File: config.mk
export PLATFORM = sky130hd
export DESIGN_NAME = tcpt_cell
export DESIGN_NICKNAME = d
export VERILOG_FILES = /design/src/hw/rtl/tcpt_pkg.sv /design/src/hw/rtl/tcpt_cell.sv
export SDC_FILE = /design/constraint.sdc
export NUM_CORES = 1
export LEC_CHECK = 0
export BUFFER_PORTS_ARGS = -buffer_cell sky130_fd_sc_hd__clkbuf_2
export CORE_AREA = 2 2 284 286
export DETAILED_ROUTE_END_ITERATION = 16
export DIE_AREA = 0 0 286 288
export HOLD_SLACK_MARGIN = 0.12
export PLACE_DENSITY = 0.48
export SLEW_MARGIN = 20
export SYNTH_ARGS = -nofsm -noshare
export SYNTH_HDL_FRONTEND = slang
export SYNTH_SLANG_ARGS = --single-unit
File: constraint.sdc
create_clock -name i_clk -period 15 [get_ports i_clk]
set_input_delay 3 -clock i_clk [delete_from_list [all_inputs] [get_ports i_clk]]
set_output_delay 3 -clock i_clk [all_outputs]
set_load 0.01 [all_outputs]
File: src/hw/rtl/tcpt_pkg.sv
// tcpt_pkg: shared types and codes of the tcp connection tracker
`timescale 1ns / 1ps
`default_nettype none
package tcpt_pkg;

    localparam int SESSIONS_DEF = 64;

    localparam logic [2:0] EV_IGNORED  = 3'd0;
    localparam logic [2:0] EV_ADDED    = 3'd1;
    localparam logic [2:0] EV_MODIFIED = 3'd2;
    localparam logic [2:0] EV_REMOVED  = 3'd3;
    localparam logic [2:0] EV_DUP_SYN  = 3'd4;
    localparam logic [2:0] EV_BAD_SYN  = 3'd5;
    localparam logic [2:0] EV_FULL     = 3'd6;

    localparam logic [1:0] ST_DISC          = 2'd0;
    localparam logic [1:0] ST_CONNECTING    = 2'd1;
    localparam logic [1:0] ST_CONNECTED     = 2'd2;
    localparam logic [1:0] ST_DISCONNECTING = 2'd3;

    localparam logic [1:0] MK_NONE = 2'd0;
    localparam logic [1:0] MK_SYN  = 2'd1;
    localparam logic [1:0] MK_FIN  = 2'd2;

    localparam logic [1:0] CL_NONE      = 2'd0;
    localparam logic [1:0] CL_INITIATOR = 2'd1;
    localparam logic [1:0] CL_RESPONDER = 2'd2;

    localparam logic [2:0] LK_NONE      = 3'd0;
    localparam logic [2:0] LK_SYNACK    = 3'd1;
    localparam logic [2:0] LK_HS_ACK    = 3'd2;
    localparam logic [2:0] LK_FIRST_FIN = 3'd3;
    localparam logic [2:0] LK_SECOND_FIN = 3'd4;
    localparam logic [2:0] LK_FINAL_ACK = 3'd5;

    typedef struct packed {
        logic [31:0] sip;
        logic [15:0] sport;
        logic [31:0] dip;
        logic [15:0] dport;
    } t_key;

    typedef struct packed {
        logic [1:0]  state;
        logic [1:0]  imark;
        logic [1:0]  rmark;
        logic [1:0]  closer;
        logic [47:0] last;
    } t_status;

    typedef struct packed {
        t_key        key;
        logic        syn;
        logic        fin;
        logic        rst;
        logic        ack;
        logic [47:0] arrival;
        logic        fwd_hit;
        t_status     fwd;
        logic        rev_hit;
        t_status     rev;
        logic        free_hit;
    } t_probe;

    typedef struct packed {
        logic    en;
        logic    valid;
        logic    load_key;
        t_key    key;
        t_status st;
    } t_wr;

endpackage
`default_nettype wire

File: src/hw/rtl/tcpt_cell.sv
// tcpt_cell: one session slot; checks the passing lookup item and takes write-backs
`timescale 1ns / 1ps
`default_nettype none
module tcpt_cell #(
    parameter int SLOT_W = 6,
    parameter int IDX    = 0
) (
    input  wire                   i_clk,
    input  wire                   i_rst_n,
    input  wire                   i_vld,
    input  tcpt_pkg::t_probe      i_probe,
    input  wire  [SLOT_W-1:0]     i_fwd_slot,
    input  wire  [SLOT_W-1:0]     i_rev_slot,
    input  wire  [SLOT_W-1:0]     i_free_slot,
    input  tcpt_pkg::t_wr         i_wr,
    input  wire  [SLOT_W-1:0]     i_wr_slot,
    output logic                  o_vld,
    output tcpt_pkg::t_probe      o_probe,
    output logic [SLOT_W-1:0]     o_fwd_slot,
    output logic [SLOT_W-1:0]     o_rev_slot,
    output logic [SLOT_W-1:0]     o_free_slot
);
    import tcpt_pkg::*;

    localparam logic [SLOT_W-1:0] MY_SLOT = SLOT_W'(IDX);

    logic        r_valid;
    t_key        r_key;
    t_status     r_st;
    logic        r_vld;
    t_probe      r_probe, n_probe;
    logic [SLOT_W-1:0] r_fwd_slot, n_fwd_slot, r_rev_slot, n_rev_slot;
    logic [SLOT_W-1:0] r_free_slot, n_free_slot;
    logic        fwd_match, rev_match;

    assign fwd_match = r_valid && r_key.sip == i_probe.key.sip
                    && r_key.sport == i_probe.key.sport
                    && r_key.dip == i_probe.key.dip && r_key.dport == i_probe.key.dport;
    assign rev_match = r_valid && r_key.sip == i_probe.key.dip
                    && r_key.sport == i_probe.key.dport
                    && r_key.dip == i_probe.key.sip && r_key.dport == i_probe.key.sport;

    // lowest slot wins: earlier cells already set the hit flags
    always_comb begin
        n_probe     = i_probe;
        n_fwd_slot  = i_fwd_slot;
        n_rev_slot  = i_rev_slot;
        n_free_slot = i_free_slot;
        if (!i_probe.fwd_hit && fwd_match) begin
            n_probe.fwd_hit = 1'b1;
            n_probe.fwd     = r_st;
            n_fwd_slot      = MY_SLOT;
        end
        if (!i_probe.rev_hit && rev_match) begin
            n_probe.rev_hit = 1'b1;
            n_probe.rev     = r_st;
            n_rev_slot      = MY_SLOT;
        end
        if (!i_probe.free_hit && !r_valid) begin
            n_probe.free_hit = 1'b1;
            n_free_slot      = MY_SLOT;
        end
    end

    always_ff @(posedge i_clk) begin
        if (!i_rst_n) begin
            r_valid <= 1'b0;
            r_vld   <= 1'b0;
        end else begin
            r_vld <= i_vld;
            if (i_wr.en && i_wr_slot == MY_SLOT) begin
                r_valid <= i_wr.valid;
            end
        end
    end

    always_ff @(posedge i_clk) begin
        r_probe     <= n_probe;
        r_fwd_slot  <= n_fwd_slot;
        r_rev_slot  <= n_rev_slot;
        r_free_slot <= n_free_slot;
        if (i_wr.en && i_wr_slot == MY_SLOT) begin
            r_st <= i_wr.st;
            if (i_wr.load_key) begin
                r_key <= i_wr.key;
            end
        end
    end

    assign o_vld       = r_vld;
    assign o_probe     = r_probe;
    assign o_fwd_slot  = r_fwd_slot;
    assign o_rev_slot  = r_rev_slot;
    assign o_free_slot = r_free_slot;
endmodule
`default_nettype wire

======== Word level (Yosys, flattened, before mapping) ========
Index checks and enable logic that the tools add are counted.
word-level totals
  register bits after elaboration ......... 435
  bits of input ports ..................... 445
  output and inout port bits .............. 282
  logic and storage cells ................. 64
operators by class
  equality and inequality tests ........... 8
  mux-type cells .......................... 2
  reduce and logical (&&, ||, !) cells .... 18
operators by type and width
  operator              number
  equality test 32 bit  4
  2-to-1 mux 56 bit     2
  equality test 16 bit  4
  logical AND 1 bit     12
  zero test 6 bit       1
  zero test 1 bit       4
  AND reduction 2 bit   1

======== Depth between registers and ports, before layout ========
  depth in word-level cells ............... 7
  mapped depth ............................ 8
  gate-level depth less buffers ........... 6

======== Worst setup path after synthesis ========
OpenSTA, ideal clock, no wires.
  path type ............................... input to register
  from .................................... in i_wr_slot[2]
  to ...................................... reg r_key[0] (netlist bit), enable pin
  arrival time ............................ 11845 ps
  data required time ...................... 14536 ps
  setup slack ............................. 2691 ps
  stages .................................. 3
  cell sequence ........................... or4b_2 > nor4_1 > and2_1
on the way
  cells in the longest elaborated chain, start to end .. 3
RTL lines
  item                                  line             text
  from (decl)                           tcpt_cell.sv:16  input wire [SLOT_W-1:0] i_wr_slot,
  zero test 6 bit                       tcpt_cell.sv:82  if (i_wr.en && i_wr_slot == MY_SLOT) begin
  logical AND 1 bit                     tcpt_cell.sv:82
  AND reduction 2 bit (no source line)  --
  to (signal assigned)                  tcpt_cell.sv:85  r_key <= i_wr.key;
  to (decl)                             tcpt_cell.sv:28  t_key r_key;
No other way between the ends.
A chain may end at the register's enable or synchronous reset.

==> flow_metrics.env <==
export IMPL_p_comb_frac=0.077
export IMPL_cts_tree="yes"
export IMPL_critPathKind="input pin to flop"
export IMPL_r2r_start="r_key[78]"
export IMPL_pwr_share_clk=0.459
export IMPL_drive_above_1_share=0.545
export IMPL_core_mm2=0.0796
export IMPL_crit_fanout=47
export IMPL_yosys_register_bits=435
export IMPL_hold_viol_final=0
export IMPL_crit_path_start="i_probe[242]"
export IMPL_power_leakage_nw=9.55
export IMPL_drc_errors=0
export IMPL_r2r_end="o_probe[68]"
export IMPL_synth_cell_types=39
export IMPL_cp_num_cells=9
export IMPL_synth_area_leaders="dfxtp_1 (39%), edfxtp_1 (31%), mux2_4 (11%)"
export IMPL_fin_tns_setup_ns=0
export IMPL_r2r_setup_slack_ns=10.76
export IMPL_grt_use_total=0.146
export IMPL_die_h_um=288
export IMPL_cell_internal_pwr_mw=2.10
export IMPL_syn_instance_count=904
export IMPL_h_tree_depth=2
export IMPL_relSlewSlack=0.254
export IMPL_p_sw_mw=0.648
export IMPL_cts_resized_gates=0
export IMPL_fin_util=0.266
export IMPL_setup_viol_count_final=0
export IMPL_clk_pin_slew_ns=0.05
export IMPL_rows=104
export IMPL_reg2reg_depth=8
export IMPL_num_vias=10400
export IMPL_power_density_mw_per_mm2=130
export IMPL_placed_cells=2684
export IMPL_die_w_um=286
export IMPL_cp_start_kind="input pin"
export IMPL_swShare=0.236
export IMPL_cts_root_buf="clkbuf_16"
export IMPL_initialDrtViolationCount=562
export IMPL_power_frac_seq=0.464
export IMPL_grt_pass1_wl_um=83400
export IMPL_cap_violations=0
export IMPL_clkSinkCount=435
export IMPL_final_common_cell="clkbuf_2"
export IMPL_min_path_type="flop to flop"
export IMPL_yosysSeqAreaShare=0.701
export IMPL_finalCriticalPeriod_ns=6.32
export IMPL_clk_latency_ns=0.59
export IMPL_mappedNetlistNets=1349
export IMPL_ys_warn_count=0
export IMPL_synth_top_area_cell="dfxtp_1"
export IMPL_cts_setup_buffers=0
export IMPL_synthesis_area_mm2=0.0146
export IMPL_gp_congestion=0.894
export IMPL_crit_chain="clkbuf_2, nor2b_1, a2111oi_0, buf_4, nand4_1, nor4_1, nand3_4, buf_4, mux2_4"
export IMPL_grt_ovfl_total=0
export IMPL_ant_nets=0
export IMPL_dieArea_mm2=0.0824
export IMPL_wl_um=63700
export IMPL_final_nets=2122
export IMPL_period_share=0.421
export IMPL_grt_max_degree=57
export IMPL_synth_top_area_frac=0.388
export IMPL_cts_buffers=51
export IMPL_start_util=0.183
export IMPL_wl_per_cell_um=22.8
export IMPL_crit_end="o_probe[68]"
export IMPL_worst_slew_pin_slew_ns=1.11
export IMPL_place_hpwl_um=52700
export IMPL_vias_per_cell=3.74
export IMPL_syn2layout_area_growth_pct=45.0
export IMPL_antenna_found_initial=17
export IMPL_rsz0062_at_grt="false"
export IMPL_critical_path_slowest_cell="nor4_1"
export IMPL_cts_hold_buf=0
export IMPL_worst_ep_arrival_time_ns=6.79
export IMPL_critPathCaptureType="flop"
export IMPL_skew_ns=0.0188
export IMPL_crit_top_cell="buf_4"
export IMPL_pin_count=727
export IMPL_portBuffers=726
export IMPL_cp_top_family="simple AND/OR/NAND/NOR gates"
export IMPL_finalHoldWorstSlack_ns=0.501
export IMPL_status="completed"
export IMPL_final_cell_mix="clkbuf_2 (726), dfxtp_1 (283), edfxtp_1 (152)"
export IMPL_layoutNonFillerInstCount=2787
export IMPL_dr_pass1_iters=5
export IMPL_worst_path_buf_inv=3
export IMPL_worstPathRequired_ns=15.47
export IMPL_drv_slew=0
export IMPL_max_stage_delay_ns=0.91
export IMPL_avgSynthCellArea_um2=16.2
export IMPL_clockBufferDepth=3
export IMPL_peakVddDrop_uv=104
export IMPL_fmax_mhz=158
export IMPL_grt_pass1_vias=11100
-- per-layer routing --
metal / vias up / GRT usage / share of wire
met5: - / 0 / 0.0016
met4: 16 / 0.0531 / 0.036
met3: 118 / 0.0507 / 0.088
met2: 566 / 0.263 / 0.51
met1: 4952 / 0.158 / 0.37
li1: 4777 / - / -
-- power by group through the flow --
stage	Sequential (mW)	Clock, mW	Combinational, mW
final	1.28	1.26	0.213
after global routing	1.28	1.35	0.228
after CTS	1.28	1.31	0.218
after detailed placement	1.30	0	0.217
after global placement	1.30	0	0.216
after floorplan	1.32	0	0.0472
-- state kept, by name, indices dropped and copies added (netlist names) --
register,cells
o_free_slot,6
o_fwd_slot,6
o_probe,263
o_rev_slot,6
o_vld,1
r_key,96
r_st,56
r_valid,1
-- worst min path at each step --
stage / cells past startpoint / end / startpoint / slack (ns)
floorplan: 1 / o_probe[0] / r_valid / 0.41
global placement: 1 / o_probe[107] / r_st[49] / 0.48
detailed placement: 1 / o_probe[112] / r_st[54] / 0.49
CTS: 1 / o_probe[63] / r_st[5] / 0.50
global route: 1 / o_probe[52] / r_st[51] / 0.51
finish: 1 / o_probe[63] / r_st[5] / 0.50
-- through the flow --
step                      setup slack (ns)  instance area (µm²)  power, mW
after CTS                             8.61                21200       2.80
after floorplan                       2.69                14600       1.37
after global placement                7.40                19400       1.52
after global routing                  8.49                21200       2.86
after detailed placement              7.97                19400       1.52
final                                 8.68                21200       2.75
-- cell families after synthesis --
| kind of cell | count (synthesis) | synth area share |
|---|---|---|
| AND/OR/NAND/NOR | 135 | 0.0593 |
| flip-flops | 435 | 0.701 |
| AO/OA/AOI/OAI | 41 | 0.0235 |
| buffers and inverters | 45 | 0.0213 |
| multiplexers | 113 | 0.114 |
| XOR/XNOR | 135 | 0.0810 |
-- worst register-to-register path, stage by stage (launching register included) --
cell and delay (ns):
edfxtp_1 0.49, nor2b_1 0.18, a2111oi_0 0.51, buf_4 0.23, nand4_1 0.09, nor4_1 0.91
nand3_4 0.58, buf_4 0.64, mux2_4 0.48
-- layout make-up --
| type | count | area, µm² |
|---|---|---|
| Multi-Input combinational cell | 424 | 4090 |
| Inverter | 32 | 120 |
| Fill cell | 8346 | 58500 |
| Antenna cell | 7 | 17.5 |
| Sequential cell | 435 | 10200 |
| Clock buffer | 63 | 1360 |
| Timing Repair Buffer | 733 | 3690 |
| Clock inverter | 33 | 339 |
| Tap cell | 1060 | 1330 |
-- Yosys cell counts --
master,instances
dfxtp_1,283
edfxtp_1,152
mux2_4,106
xnor2_1,78
xor2_1,57
nor2b_1,41
inv_1,32
nand4_1,26
nor4_1,20
nand2b_1,15
and2_1,14
a2111oi_0,12
o22ai_1,11
buf_6,8
mux2_2,6
buf_12,5
a22o_1,3
nor2_1,3
o2111ai_1,3
o2bb2ai_1,3
or4_1,3
a222oi_1,2
a22oi_1,2
nand3_1,2
nand4b_1,2
nor3_1,2
a2111oi_2,1
a2bb2oi_1,1
and2b_1,1
mux2i_1,1
nand2_1,1
nand3_2,1
nor4_2,1
nor4b_2,1
nor4bb_1,1
o2111a_1,1
o221a_2,1
o221ai_1,1
or4b_2,1
Power figures use the tool's default switching activity.
